`src/rtl/sdf_pkg.sv`:
```
// Shared constants for the SLIP message deframer.
package sdf_pkg;

    localparam int BUFFER_BYTES_DEF = 128;
    localparam int HDR_BYTES = 2;

    localparam logic [7:0] SLIP_END     = 8'hC0;
    localparam logic [7:0] SLIP_ESC     = 8'hDB;
    localparam logic [7:0] SLIP_ESC_END = 8'hDC;
    localparam logic [7:0] SLIP_ESC_ESC = 8'hDD;

    localparam int VAL_CNT_W = 6;

endpackage

```
`src/rtl/slip_message_deframer.sv`:
```
// Top level of the SLIP message deframer with its packet sequencer.
//
// The input channel takes one received serial byte per transaction on
// i_valid / o_stall. SLIP framing is removed and unstuffed bytes are
// written into the packet store, one byte per cycle while idle. When END
// closes a packet of at least two bytes, the block stalls its input and
// walks the store through its single read port: the command and target id
// are fetched first, then each data value is read as low byte, high byte
// and output load, and the low byte read of the first value is issued
// in the last header state. A packet without values gives one result
// with value_valid low. Results leave on o_valid / i_stall through an
// output register; while the receiver stalls, the sequencer holds its
// fetched byte and waits. Input is accepted again once the last result
// of the run is loaded. Reset clears the byte count, the escape and
// overflow flags, the sequencer and the output valid; the store contents
// are left as they are and only entries written in the current packet
// are read.
module slip_message_deframer #(
    parameter int BUFFER_BYTES = sdf_pkg::BUFFER_BYTES_DEF
) (
    input  logic               i_clk,
    input  logic               i_rst_n,
    input  logic               i_valid,
    output logic               o_stall,
    input  logic [7:0]         i_rx_byte,
    output logic               o_valid,
    input  logic               i_stall,
    output logic [7:0]         o_command,
    output logic [7:0]         o_target_id,
    output logic signed [15:0] o_value,
    output logic [5:0]         o_value_index,
    output logic [5:0]         o_value_count,
    output logic               o_value_valid,
    output logic               o_truncated,
    output logic               o_last
);

    localparam int AW = $clog2(BUFFER_BYTES);
    localparam int CW = $clog2(BUFFER_BYTES + 1);
    localparam int VW = sdf_pkg::VAL_CNT_W;

    typedef enum logic [6:0] {
        S_IDLE   = 7'b0000001,
        S_RD_CMD = 7'b0000010,
        S_RD_JID = 7'b0000100,
        S_HDR    = 7'b0001000,
        S_RD_LO  = 7'b0010000,
        S_RD_HI  = 7'b0100000,
        S_EMIT   = 7'b1000000
    } t_state;

    t_state          r_state, n_state;
    logic [CW-1:0]   r_count, n_count;
    logic            r_esc, n_esc;
    logic            r_ovf, n_ovf;
    logic [AW-1:0]   r_raddr, n_raddr;
    logic [VW-1:0]   r_nval, n_nval;
    logic [VW-1:0]   r_k, n_k;
    logic            r_trunc, n_trunc;
    logic [7:0]      r_cmd, n_cmd;
    logic [7:0]      r_jid, n_jid;
    logic [7:0]      r_lo, n_lo;

    logic            r_o_valid, n_o_valid;
    logic [7:0]      r_o_cmd, n_o_cmd;
    logic [7:0]      r_o_jid, n_o_jid;
    logic [15:0]     r_o_value, n_o_value;
    logic [VW-1:0]   r_o_index, n_o_index;
    logic [VW-1:0]   r_o_count, n_o_count;
    logic            r_o_vvalid, n_o_vvalid;
    logic            r_o_trunc, n_o_trunc;
    logic            r_o_last, n_o_last;

    logic            wr_en;
    logic [AW-1:0]   wr_addr;
    logic [7:0]      wr_data;
    logic            rd_en;
    logic [7:0]      rd_data;
    logic [7:0]      esc_byte;
    logic [CW-1:0]   pairs;
    logic            out_free;
    logic            last_now;

    sdf_ram #(
        .DEPTH  (BUFFER_BYTES),
        .ADDR_W (AW)
    ) u_store (
        .i_clk     (i_clk),
        .i_wr_en   (wr_en),
        .i_wr_addr (wr_addr),
        .i_wr_data (wr_data),
        .i_rd_en   (rd_en),
        .i_rd_addr (r_raddr),
        .o_rd_data (rd_data)
    );

    assign out_free = !r_o_valid || !i_stall;
    assign last_now = (r_nval == '0) || (r_k == (r_nval - VW'(1)));
    assign pairs    = (r_count - CW'(sdf_pkg::HDR_BYTES)) >> 1;

    always_comb begin
        if (i_rx_byte == sdf_pkg::SLIP_ESC_END) begin
            esc_byte = sdf_pkg::SLIP_END;
        end else if (i_rx_byte == sdf_pkg::SLIP_ESC_ESC) begin
            esc_byte = sdf_pkg::SLIP_ESC;
        end else begin
            esc_byte = i_rx_byte;
        end
    end

    always_comb begin
        n_state    = r_state;
        n_count    = r_count;
        n_esc      = r_esc;
        n_ovf      = r_ovf;
        n_raddr    = r_raddr;
        n_nval     = r_nval;
        n_k        = r_k;
        n_trunc    = r_trunc;
        n_cmd      = r_cmd;
        n_jid      = r_jid;
        n_lo       = r_lo;
        n_o_valid  = r_o_valid && i_stall;
        n_o_cmd    = r_o_cmd;
        n_o_jid    = r_o_jid;
        n_o_value  = r_o_value;
        n_o_index  = r_o_index;
        n_o_count  = r_o_count;
        n_o_vvalid = r_o_vvalid;
        n_o_trunc  = r_o_trunc;
        n_o_last   = r_o_last;
        wr_en      = 1'b0;
        wr_addr    = r_count[AW-1:0];
        wr_data    = i_rx_byte;
        rd_en      = 1'b0;

        case (r_state)
            S_IDLE: begin
                if (i_valid) begin
                    if (r_esc) begin
                        n_esc   = 1'b0;
                        wr_data = esc_byte;
                        if (r_count < CW'(BUFFER_BYTES)) begin
                            wr_en   = 1'b1;
                            n_count = r_count + CW'(1);
                        end else begin
                            n_ovf = 1'b1;
                        end
                    end else if (i_rx_byte == sdf_pkg::SLIP_END) begin
                        if (r_count != '0) begin
                            if (r_count >= CW'(sdf_pkg::HDR_BYTES)) begin
                                n_nval  = VW'(pairs);
                                n_trunc = r_ovf;
                                n_k     = '0;
                                n_raddr = '0;
                                n_state = S_RD_CMD;
                            end
                            n_count = '0;
                            n_ovf   = 1'b0;
                        end
                    end else if (i_rx_byte == sdf_pkg::SLIP_ESC) begin
                        n_esc = 1'b1;
                    end else if (r_count < CW'(BUFFER_BYTES)) begin
                        wr_en   = 1'b1;
                        n_count = r_count + CW'(1);
                    end else begin
                        n_ovf = 1'b1;
                    end
                end
            end
            S_RD_CMD: begin
                rd_en   = 1'b1;
                n_raddr = r_raddr + AW'(1);
                n_state = S_RD_JID;
            end
            S_RD_JID: begin
                rd_en   = 1'b1;
                n_raddr = r_raddr + AW'(1);
                n_cmd   = rd_data;
                n_state = S_HDR;
            end
            S_HDR: begin
                n_jid = rd_data;
                if (r_nval != '0) begin
                    rd_en   = 1'b1;
                    n_raddr = r_raddr + AW'(1);
                    n_state = S_RD_HI;
                end else begin
                    n_state = S_EMIT;
                end
            end
            S_RD_LO: begin
                rd_en   = 1'b1;
                n_raddr = r_raddr + AW'(1);
                n_state = S_RD_HI;
            end
            S_RD_HI: begin
                rd_en   = 1'b1;
                n_raddr = r_raddr + AW'(1);
                n_lo    = rd_data;
                n_state = S_EMIT;
            end
            S_EMIT: begin
                if (out_free) begin
                    n_o_valid  = 1'b1;
                    n_o_cmd    = r_cmd;
                    n_o_jid    = r_jid;
                    n_o_value  = (r_nval == '0) ? 16'd0 : {rd_data, r_lo};
                    n_o_index  = r_k;
                    n_o_count  = r_nval;
                    n_o_vvalid = (r_nval != '0);
                    n_o_trunc  = r_trunc;
                    n_o_last   = last_now;
                    if (last_now) begin
                        n_state = S_IDLE;
                    end else begin
                        n_k     = r_k + VW'(1);
                        n_state = S_RD_LO;
                    end
                end
            end
            default: begin
                n_state = S_IDLE;
            end
        endcase
    end

    always_ff @(posedge i_clk) begin
        if (!i_rst_n) begin
            r_state   <= S_IDLE;
            r_count   <= '0;
            r_esc     <= 1'b0;
            r_ovf     <= 1'b0;
            r_o_valid <= 1'b0;
        end else begin
            r_state   <= n_state;
            r_count   <= n_count;
            r_esc     <= n_esc;
            r_ovf     <= n_ovf;
            r_o_valid <= n_o_valid;
        end
    end

    always_ff @(posedge i_clk) begin
        r_raddr    <= n_raddr;
        r_nval     <= n_nval;
        r_k        <= n_k;
        r_trunc    <= n_trunc;
        r_cmd      <= n_cmd;
        r_jid      <= n_jid;
        r_lo       <= n_lo;
        r_o_cmd    <= n_o_cmd;
        r_o_jid    <= n_o_jid;
        r_o_value  <= n_o_value;
        r_o_index  <= n_o_index;
        r_o_count  <= n_o_count;
        r_o_vvalid <= n_o_vvalid;
        r_o_trunc  <= n_o_trunc;
        r_o_last   <= n_o_last;
    end

    assign o_stall       = (r_state != S_IDLE);
    assign o_valid       = r_o_valid;
    assign o_command     = r_o_cmd;
    assign o_target_id   = r_o_jid;
    assign o_value       = $signed(r_o_value);
    assign o_value_index = r_o_index;
    assign o_value_count = r_o_count;
    assign o_value_valid = r_o_vvalid;
    assign o_truncated   = r_o_trunc;
    assign o_last        = r_o_last;

endmodule

```
`src/rtl/sdf_ram.sv`:
```
// Packet store: one write port, one read port with registered read data.
module sdf_ram #(
    parameter int DEPTH  = sdf_pkg::BUFFER_BYTES_DEF,
    parameter int ADDR_W = $clog2(DEPTH)
) (
    input  logic              i_clk,
    input  logic              i_wr_en,
    input  logic [ADDR_W-1:0] i_wr_addr,
    input  logic [7:0]        i_wr_data,
    input  logic              i_rd_en,
    input  logic [ADDR_W-1:0] i_rd_addr,
    output logic [7:0]        o_rd_data
);

    logic [7:0] r_mem [DEPTH];
    logic [7:0] r_rd_data;

    always_ff @(posedge i_clk) begin
        if (i_wr_en) begin
            r_mem[i_wr_addr] <= i_wr_data;
        end
    end

    always_ff @(posedge i_clk) begin
        if (i_rd_en) begin
            r_rd_data <= r_mem[i_rd_addr];
        end
    end

    assign o_rd_data = r_rd_data;

endmodule
```
`config.mk`:
```
export PLATFORM = sky130hd
export DESIGN_NAME = slip_message_deframer
export DESIGN_NICKNAME = d
export VERILOG_FILES = /design/src/rtl/sdf_pkg.sv /design/src/rtl/slip_message_deframer.sv /design/src/rtl/sdf_ram.sv
export SDC_FILE = /design/constraint.sdc
export NUM_CORES = 1
export LEC_CHECK = 0
export BUFFER_PORTS_ARGS = -buffer_cell sky130_fd_sc_hd__clkbuf_2
export CAP_MARGIN = 20
export CORE_MARGIN = 2
export CORE_UTILIZATION = 59
export CTS_CLUSTER_SIZE = 30
export DETAILED_ROUTE_END_ITERATION = 10
export GPL_TIMING_DRIVEN = 0
export HOLD_SLACK_MARGIN = 0.05
export PLACE_DENSITY = 0.73
export SLEW_MARGIN = 15
export SYNTH_ARGS = -nofsm -noshare
export SYNTH_HDL_FRONTEND = slang
export SYNTH_SLANG_ARGS = --single-unit
export TNS_END_PERCENT = 100
```
`constraint.sdc`:
```
create_clock -name i_clk -period 17.95 [get_ports i_clk]
set_clock_uncertainty 0.05 [all_clocks]
set_input_delay 0.8975 -clock i_clk [delete_from_list [all_inputs] [get_ports i_clk]]
set_output_delay 0.8975 -clock i_clk [all_outputs]
set_load 0.02 [all_outputs]
```
### Yosys cells after proc, flatten, opt, wreduce, memory -nomap -nowiden

Memory sizes are Yosys's and may differ from the RTL's. A register that Yosys moved wholly into a read port is not among the register bits.
Cells that the tools add are included.

| storage, ports and cells | value |
|---|---|
| memories | 1 |
| register bits | 109 |
| memory bits (writable) | 1,024 |
| word-level logic and storage cells | 124 |

| cells by class | value |
|---|---|
| add/sub/neg operators | 5 |
| order comparisons | 2 |
| bitwise gates (word level) | 1 |
| multiplexer cells | 54 |
| equality and inequality tests | 23 |
| reductions and logical operators | 18 |

Memory list:

| memory | depth | bits a word | read ports | clocked after memory_dff | wr ports | RTL line | text |
|---|---|---|---|---|---|---|---|
| u_store.r_mem | 128 | 8 | 1 | 1 | 1 | sdf_ram.sv:15 | `logic [7:0] r_mem [DEPTH];` |

Operators by type and width:

| kind | count |
|---|---|
| two-way mux 7 bit | 13 |
| two-way mux 8 bit | 10 |
| case mux 7 bit (7 select lines) | 1 |
| two-way mux 6 bit | 7 |
| == test 8 bit, second input constant | 4 |
| case mux 7 bit (3 select lines) | 1 |
| two-way mux 1 bit | 19 |
| inequality test 2 bit, second input constant | 8 |
| case mux 6 bit (2 select lines) | 1 |
| AND reduction 6 bit | 2 |
| adder 8 x 1 -> 8 bit, second input constant | 1 |
| greater-or-equal comparator 8 x 2 -> 1 bit, second input constant | 1 |
| less-than comparator 8 bit, second input constant | 1 |
| AND reduction 8 bit | 1 |
| nonzero test 8 bit | 1 |
| adder 7 x 1 -> 7 bit, second input constant | 1 |
| == test 7 x 1 -> 1 bit, second input constant | 1 |
| == test 7 x 2 -> 1 bit, second input constant | 1 |
| == test 7 x 3 -> 1 bit, second input constant | 1 |
| == test 7 x 4 -> 1 bit, second input constant | 1 |
| == test 7 x 5 -> 1 bit, second input constant | 1 |
| == test 7 x 6 -> 1 bit, second input constant | 1 |
| == test 7 bit, second input constant | 1 |
| inequality test 7 x 1 -> 1 bit, second input constant | 1 |
| other kinds (20) | 23 |

### Longest topological paths before layout

| logic depth | value |
|---|---|
| word-level depth | 9 |
| depth in mapped cells | 11 |

### Modules after synthesis

Synthesis repeated with hierarchy kept, for this count alone.

| unflattened totals | value |
|---|---|
| cell total of the unflattened synthesis | 1,962 |
| area total of the unflattened synthesis | 44,249.9 µm² |

By module, submodules not included:

| module | cells an instance | area an instance (µm²) | times used | sequential area each (µm²) |
|---|---|---|---|---|
| sdf_ram | 1,635 | 39,745.6 | 1 | 30,989.7 |
| slip_message_deframer | 327 | 4,504.3 | 1 | 3,093.0 |

### Least setup slack after synthesis

Ideal clock, no wire load.

| timing | value |
|---|---|
| kind | input -> register |
| start | input i_rx_byte[5] |
| end | memory u_store.r_mem[0][1], data pin |
| slack | 12.043 ns |
| stages on the path | 4 |
| path buffers | 0 |
| data arrival time | 5.002 ns |
| cell sequence | and3b_1 > nand3_1 > or4_1 > o21bai_1 |

| between the ends | value |
|---|---|
| cells in the longest elaborated chain, start to end | 6 |

RTL lines:

| what | RTL line | text |
|---|---|---|
| from (decl) | slip_message_deframer.sv:25 | `input logic [7:0] i_rx_byte,` |
| == test 8 bit | slip_message_deframer.sv:104 | `end else if (i_rx_byte == sdf_pkg::SLIP_ESC_ESC) begin` |
| two-way mux 8 bit | slip_message_deframer.sv:104 |  |
| two-way mux 8 bit (*) | slip_message_deframer.sv:102 | `if (i_rx_byte == sdf_pkg::SLIP_ESC_END) begin` |
| two-way mux 8 bit (*) | slip_message_deframer.sv:140 | `if (r_esc) begin` |
| two-way mux 8 bit (*) | slip_message_deframer.sv:139 | `if (i_valid) begin` |
| two-way mux 8 bit (*) | slip_message_deframer.sv:137 | `case (r_state)` |
| via u_store.i_wr_data[1] | sdf_ram.sv:9 | `input logic [7:0] i_wr_data,` |
| to (decl) | sdf_ram.sv:15 |  |

Mark *: on every way through the listed nets, which the timed path passes. The rest lies on a longest branch.

==> impl_metrics.py <==
metrics = {
    "run_status": {
        "status": "completed",
    },
    "timing": {
        "min_period_over_period_pct": 22.8,
        "setup-tns-final_ns": 0,
        "grt_setup_unrepaired": "false",
        "worst_hold_slack_ns": 0.367,
        "maxSlewHeadroom_pct": 15.7,
        "max_slew.worst_pin.slew_ns": 1.26,
        "setup_viol": 0,
        "crit_path_time_final_ns": 4.09,
        "timing.final.max_slew_violations": 0,
        "finalHoldViolCount": 0,
        "achievable-frequency_mhz": 244,
    },
    "route": {
        "number_of_detailed_route_iterations_in_the_first_pass": 7,
        "num_vias": 22874,
        "antenna_violating_nets_post_route": 0,
        "drc": 0,
        "wire_per_inst_um": 34.6,
        "drt_wl_total_mm": 116,
        "initialDrtViolationCount": 3424,
        "post_drt_via_cell_ratio": 6.82,
    },
    "logic_synthesis": {
        "async_flop_share_pct": 0,
        "mappedNetlistArea_um2": 44300,
        "synthSimpleGateAreaFrac_pct": 3.45,
        "synth_top_family_by_area": "multiplexers",
        "synth_xor_xnor_area_share_pct": 0.514,
        "syn_nets": 2115,
        "muxShareOfSynthArea_pct": 15.6,
        "syn_area_per_cell_um2": 21.2,
        "yosys_warnings": 0,
        "synth_edf_count": 1123,
        "synth.yosys.seq_area_share_pct": 76.9,
        "netlist_instances": 2092,
        "area_fraction_in_compound_gates_after_synthesis_pct": 1.83,
        "synthesis_stage_register_bit_count": 1141,
        "synth_top_flop_cell": "sky130_fd_sc_hd__edfxtp_1",
        "synth.distinct_cells": 55,
        "synthAdderAreaFrac_pct": 0.311,
    },
    "layout": {
        "layout.cells.most_common": "sky130_fd_sc_hd__edfxtp_1",
        "layout_cell_area_excl_fill_um2": 50100,
        "finish.net_count": 2318,
        "final_core_utilization_pct": 67.2,
        "flow.area_growth_from_synthesis_pct": 13.0,
        "layout_common_cells": "1123 x sky130_fd_sc_hd__edfxtp_1, 282 x sky130_fd_sc_hd__mux4_2, 175 x sky130_fd_sc_hd__nor2_1",
        "antenna_cells_inserted": 0,
        "share_of_cells_above_drive_strength_1_pct": 25.1,
    },
    "place": {
        "dpl_cell_area_um2": 46400,
        "port_buffers": 60,
        "dp_hpwl_mm": 75.4,
        "gp_congestion": 1.00,
    },
    "power_and_ir_drop": {
        "internal_power_mw": 4.40,
        "seq_power_share_pct": 52.3,
        "p_clk_share_pct": 41.0,
        "worst_vdd_ir_mv": 0.0974,
        "p_leak_nw": 15.9,
        "switching_share_pct": 21.8,
        "totalPowerFinal_mw": 5.63,
        "p_per_cell_area_nw_per_um2": 112,
        "netSwitchingPower_mw": 1.22,
        "share_comb_of_total_power_pct": 6.7,
    },
    "clock_tree": {
        "clock_tree_from_tritoncts": "built",
        "resized_after_cts": 0,
        "cts.clk_slew.worst_paths_ns": 0.06,
        "cts_post_setup_buffers_inserted": 0,
        "clock_tree.htree_level_count": 3,
        "cts_num_sinks": 1141,
        "clockRootBuffer": "sky130_fd_sc_hd__clkbuf_16",
        "cts_hold_buf": 0,
        "clk_latency_ns": 0.69,
        "cts_made_buffers": 110,
        "max-clock-path-buffers": 3,
    },
    "grt": {
        "globalRoute.totalOverflow": 0,
        "grt_pass1_wl_mm": 164,
        "initial_antenna_violation_count": 1,
        "grt_use_total_pct": 30.5,
        "grt_pass1_vias": 22682,
        "maximum_number_of_pins_on_one_net_before_global_route_repair": 77,
    },
    "floorplan": {
        "fp.coreArea_um2": 74400,
        "die-height_um": 278,
        "num_io_pins": 61,
        "dieArea_um2": 77300,
        "initial_core_util_pct": 59.5,
        "rows": 100,
        "x_dimension_of_the_die_um": 278,
    },
    "setup_path": {
        "critical_path_rt_ns": 18.30,
        "critical_path.max_fanout": 10,
        "critical_path.slowest_cell": "sky130_fd_sc_hd__buf_1",
        "criticalPathCategory": "reg2reg",
        "critPathMaxStageDelay_ns": 0.74,
        "worstPathCellList": "buf_4 > buf_2 > buf_1 > mux4_2 > mux2i_1 > o221ai_1 > a21oi_1 > a211oi_1",
        "end_kind": "flop",
        "critPathLaunchType": "flop",
        "timing.critical_path.arrival_ns": 4.44,
    },
    "min_path": {
        "worst_hold_path_type": "reg2reg",
    },
    "run": {
        "maximum_capacitance_violations": 0,
    },
}
Yosys cell counts, types with 6 or more instances:
cell,number,area share (%)
sky130_fd_sc_hd__xor2_1,15,0.30
sky130_fd_sc_hd__a22o_1,6,0.12
sky130_fd_sc_hd__a211oi_1,16,0.27
sky130_fd_sc_hd__buf_6,8,0.20
sky130_fd_sc_hd__nand4_1,8,0.11
sky130_fd_sc_hd__clkbuf_1,44,0.37
sky130_fd_sc_hd__nand3_1,19,0.21
sky130_fd_sc_hd__buf_4,14,0.24
sky130_fd_sc_hd__nand2b_1,6,0.085
sky130_fd_sc_hd__mux2i_1,53,1.2
sky130_fd_sc_hd__mux4_2,282,14
sky130_fd_sc_hd__ha_1,11,0.31
sky130_fd_sc_hd__nor2_1,175,1.5
sky130_fd_sc_hd__inv_1,18,0.15
sky130_fd_sc_hd__nor2b_1,11,0.16
sky130_fd_sc_hd__xnor2_1,11,0.22
sky130_fd_sc_hd__edfxtp_1,1123,76
sky130_fd_sc_hd__and3_1,8,0.11
sky130_fd_sc_hd__a21oi_1,21,0.24
sky130_fd_sc_hd__o21ai_0,7,0.079
sky130_fd_sc_hd__a22oi_1,29,0.49
sky130_fd_sc_hd__buf_2,25,0.28
sky130_fd_sc_hd__o22ai_1,11,0.16
sky130_fd_sc_hd__buf_1,18,0.15
sky130_fd_sc_hd__and2_1,25,0.35
sky130_fd_sc_hd__nand2_1,47,0.40
sky130_fd_sc_hd__dfxtp_1,18,0.81
sky130_fd_sc_hd__nor3_1,7,0.079
worst max-delay path: cells and delay by family (launching register included):
kind / cells / cell delay, ns
compound gates: 3 / 1.28
buf+inv: 3 / 1.54
flops: 1 / 0.43
mux: 2 / 0.48
final cells by class:
| class | instances | area (um2) |
|---|---|---|
| inverter | 18 | 67.6 |
| buffer | 109 | 577 |
| sequential | 1141 | 34100 |
| timing repair buffer | 91 | 877 |
| clock inverter | 62 | 611 |
| fill | 4569 | 24400 |
| multi-input combinational | 824 | 9660 |
| clock buffer | 142 | 2970 |
| tap | 969 | 1210 |
kinds of logic (layout without fill, tap and decap cells):
| family | after synthesis | in the layout |
|---|---|---|
| AO/OA/AOI/OAI | 118 | 118 |
| XOR/XNOR | 26 | 26 |
| adder cells (fa/ha/maj) | 11 | 11 |
| buffers and inverters | 127 | 422 |
| flip-flops | 1141 | 1141 |
| multiplexers | 337 | 337 |
| AND/OR/NAND/NOR | 332 | 332 |
stage by stage:
stage	setup slack, ns	instances
after floorplan	12.04	2092
after global placement	8.49	3121
after detailed placement	13.86	3147
after CTS	14.01	3351
after global routing	13.80	3356
final	13.86	3356
power by group through the flow:
stage | clock [mW] | combinational, mW | sequential (mW)
finish | 2.31 | 0.379 | 2.94
global route | 2.41 | 0.387 | 2.94
CTS | 2.31 | 0.368 | 2.94
detailed placement | 0 | 0.366 | 3.00
global placement | 0 | 0.342 | 3.01
floorplan | 0 | 0.203 | 3.00
per-layer routing:
metal	global-route usage (%)	part of all wire (%)	wire length (um)	vias up
met5	0	0.011	13	-
met4	13.8	5.1	5890	2
met3	7.92	12	13800	274
met2	46.7	46	53900	1635
met1	42.1	37	42400	11915
li1	-	-	-	9048
final timing paths:
check / from / endpoint / slack, ns / depth (start not counted)
setup / recovery: r_raddr[1]$_SDFFCE_PN0P_ / u_store.o_rd_data[7]$_DFFE_PP_ / 13.86 / 8
hold reg to reg: r_cmd[0]$_DFFE_PP_ / o_command[0]$_DFFE_PP_ / 0.37 / 0
setup reg to reg: r_raddr[1]$_SDFFCE_PN0P_ / u_store.o_rd_data[7]$_DFFE_PP_ / 13.86 / 8
hold / removal: r_cmd[0]$_DFFE_PP_ / o_command[0]$_DFFE_PP_ / 0.37 / 0
sequential cells by signal (all words and copies together), names as in the netlist, 7 cells and up:
name	flops
r_jid	8
r_state	7
o_command	8
o_target_id	8
r_count	8
o_value	16
u_store.r_mem	1024
r_cmd	8
u_store.o_rd_data	8
r_lo	8
r_raddr	7
Note: power is estimated with default switching activity, not from simulation.
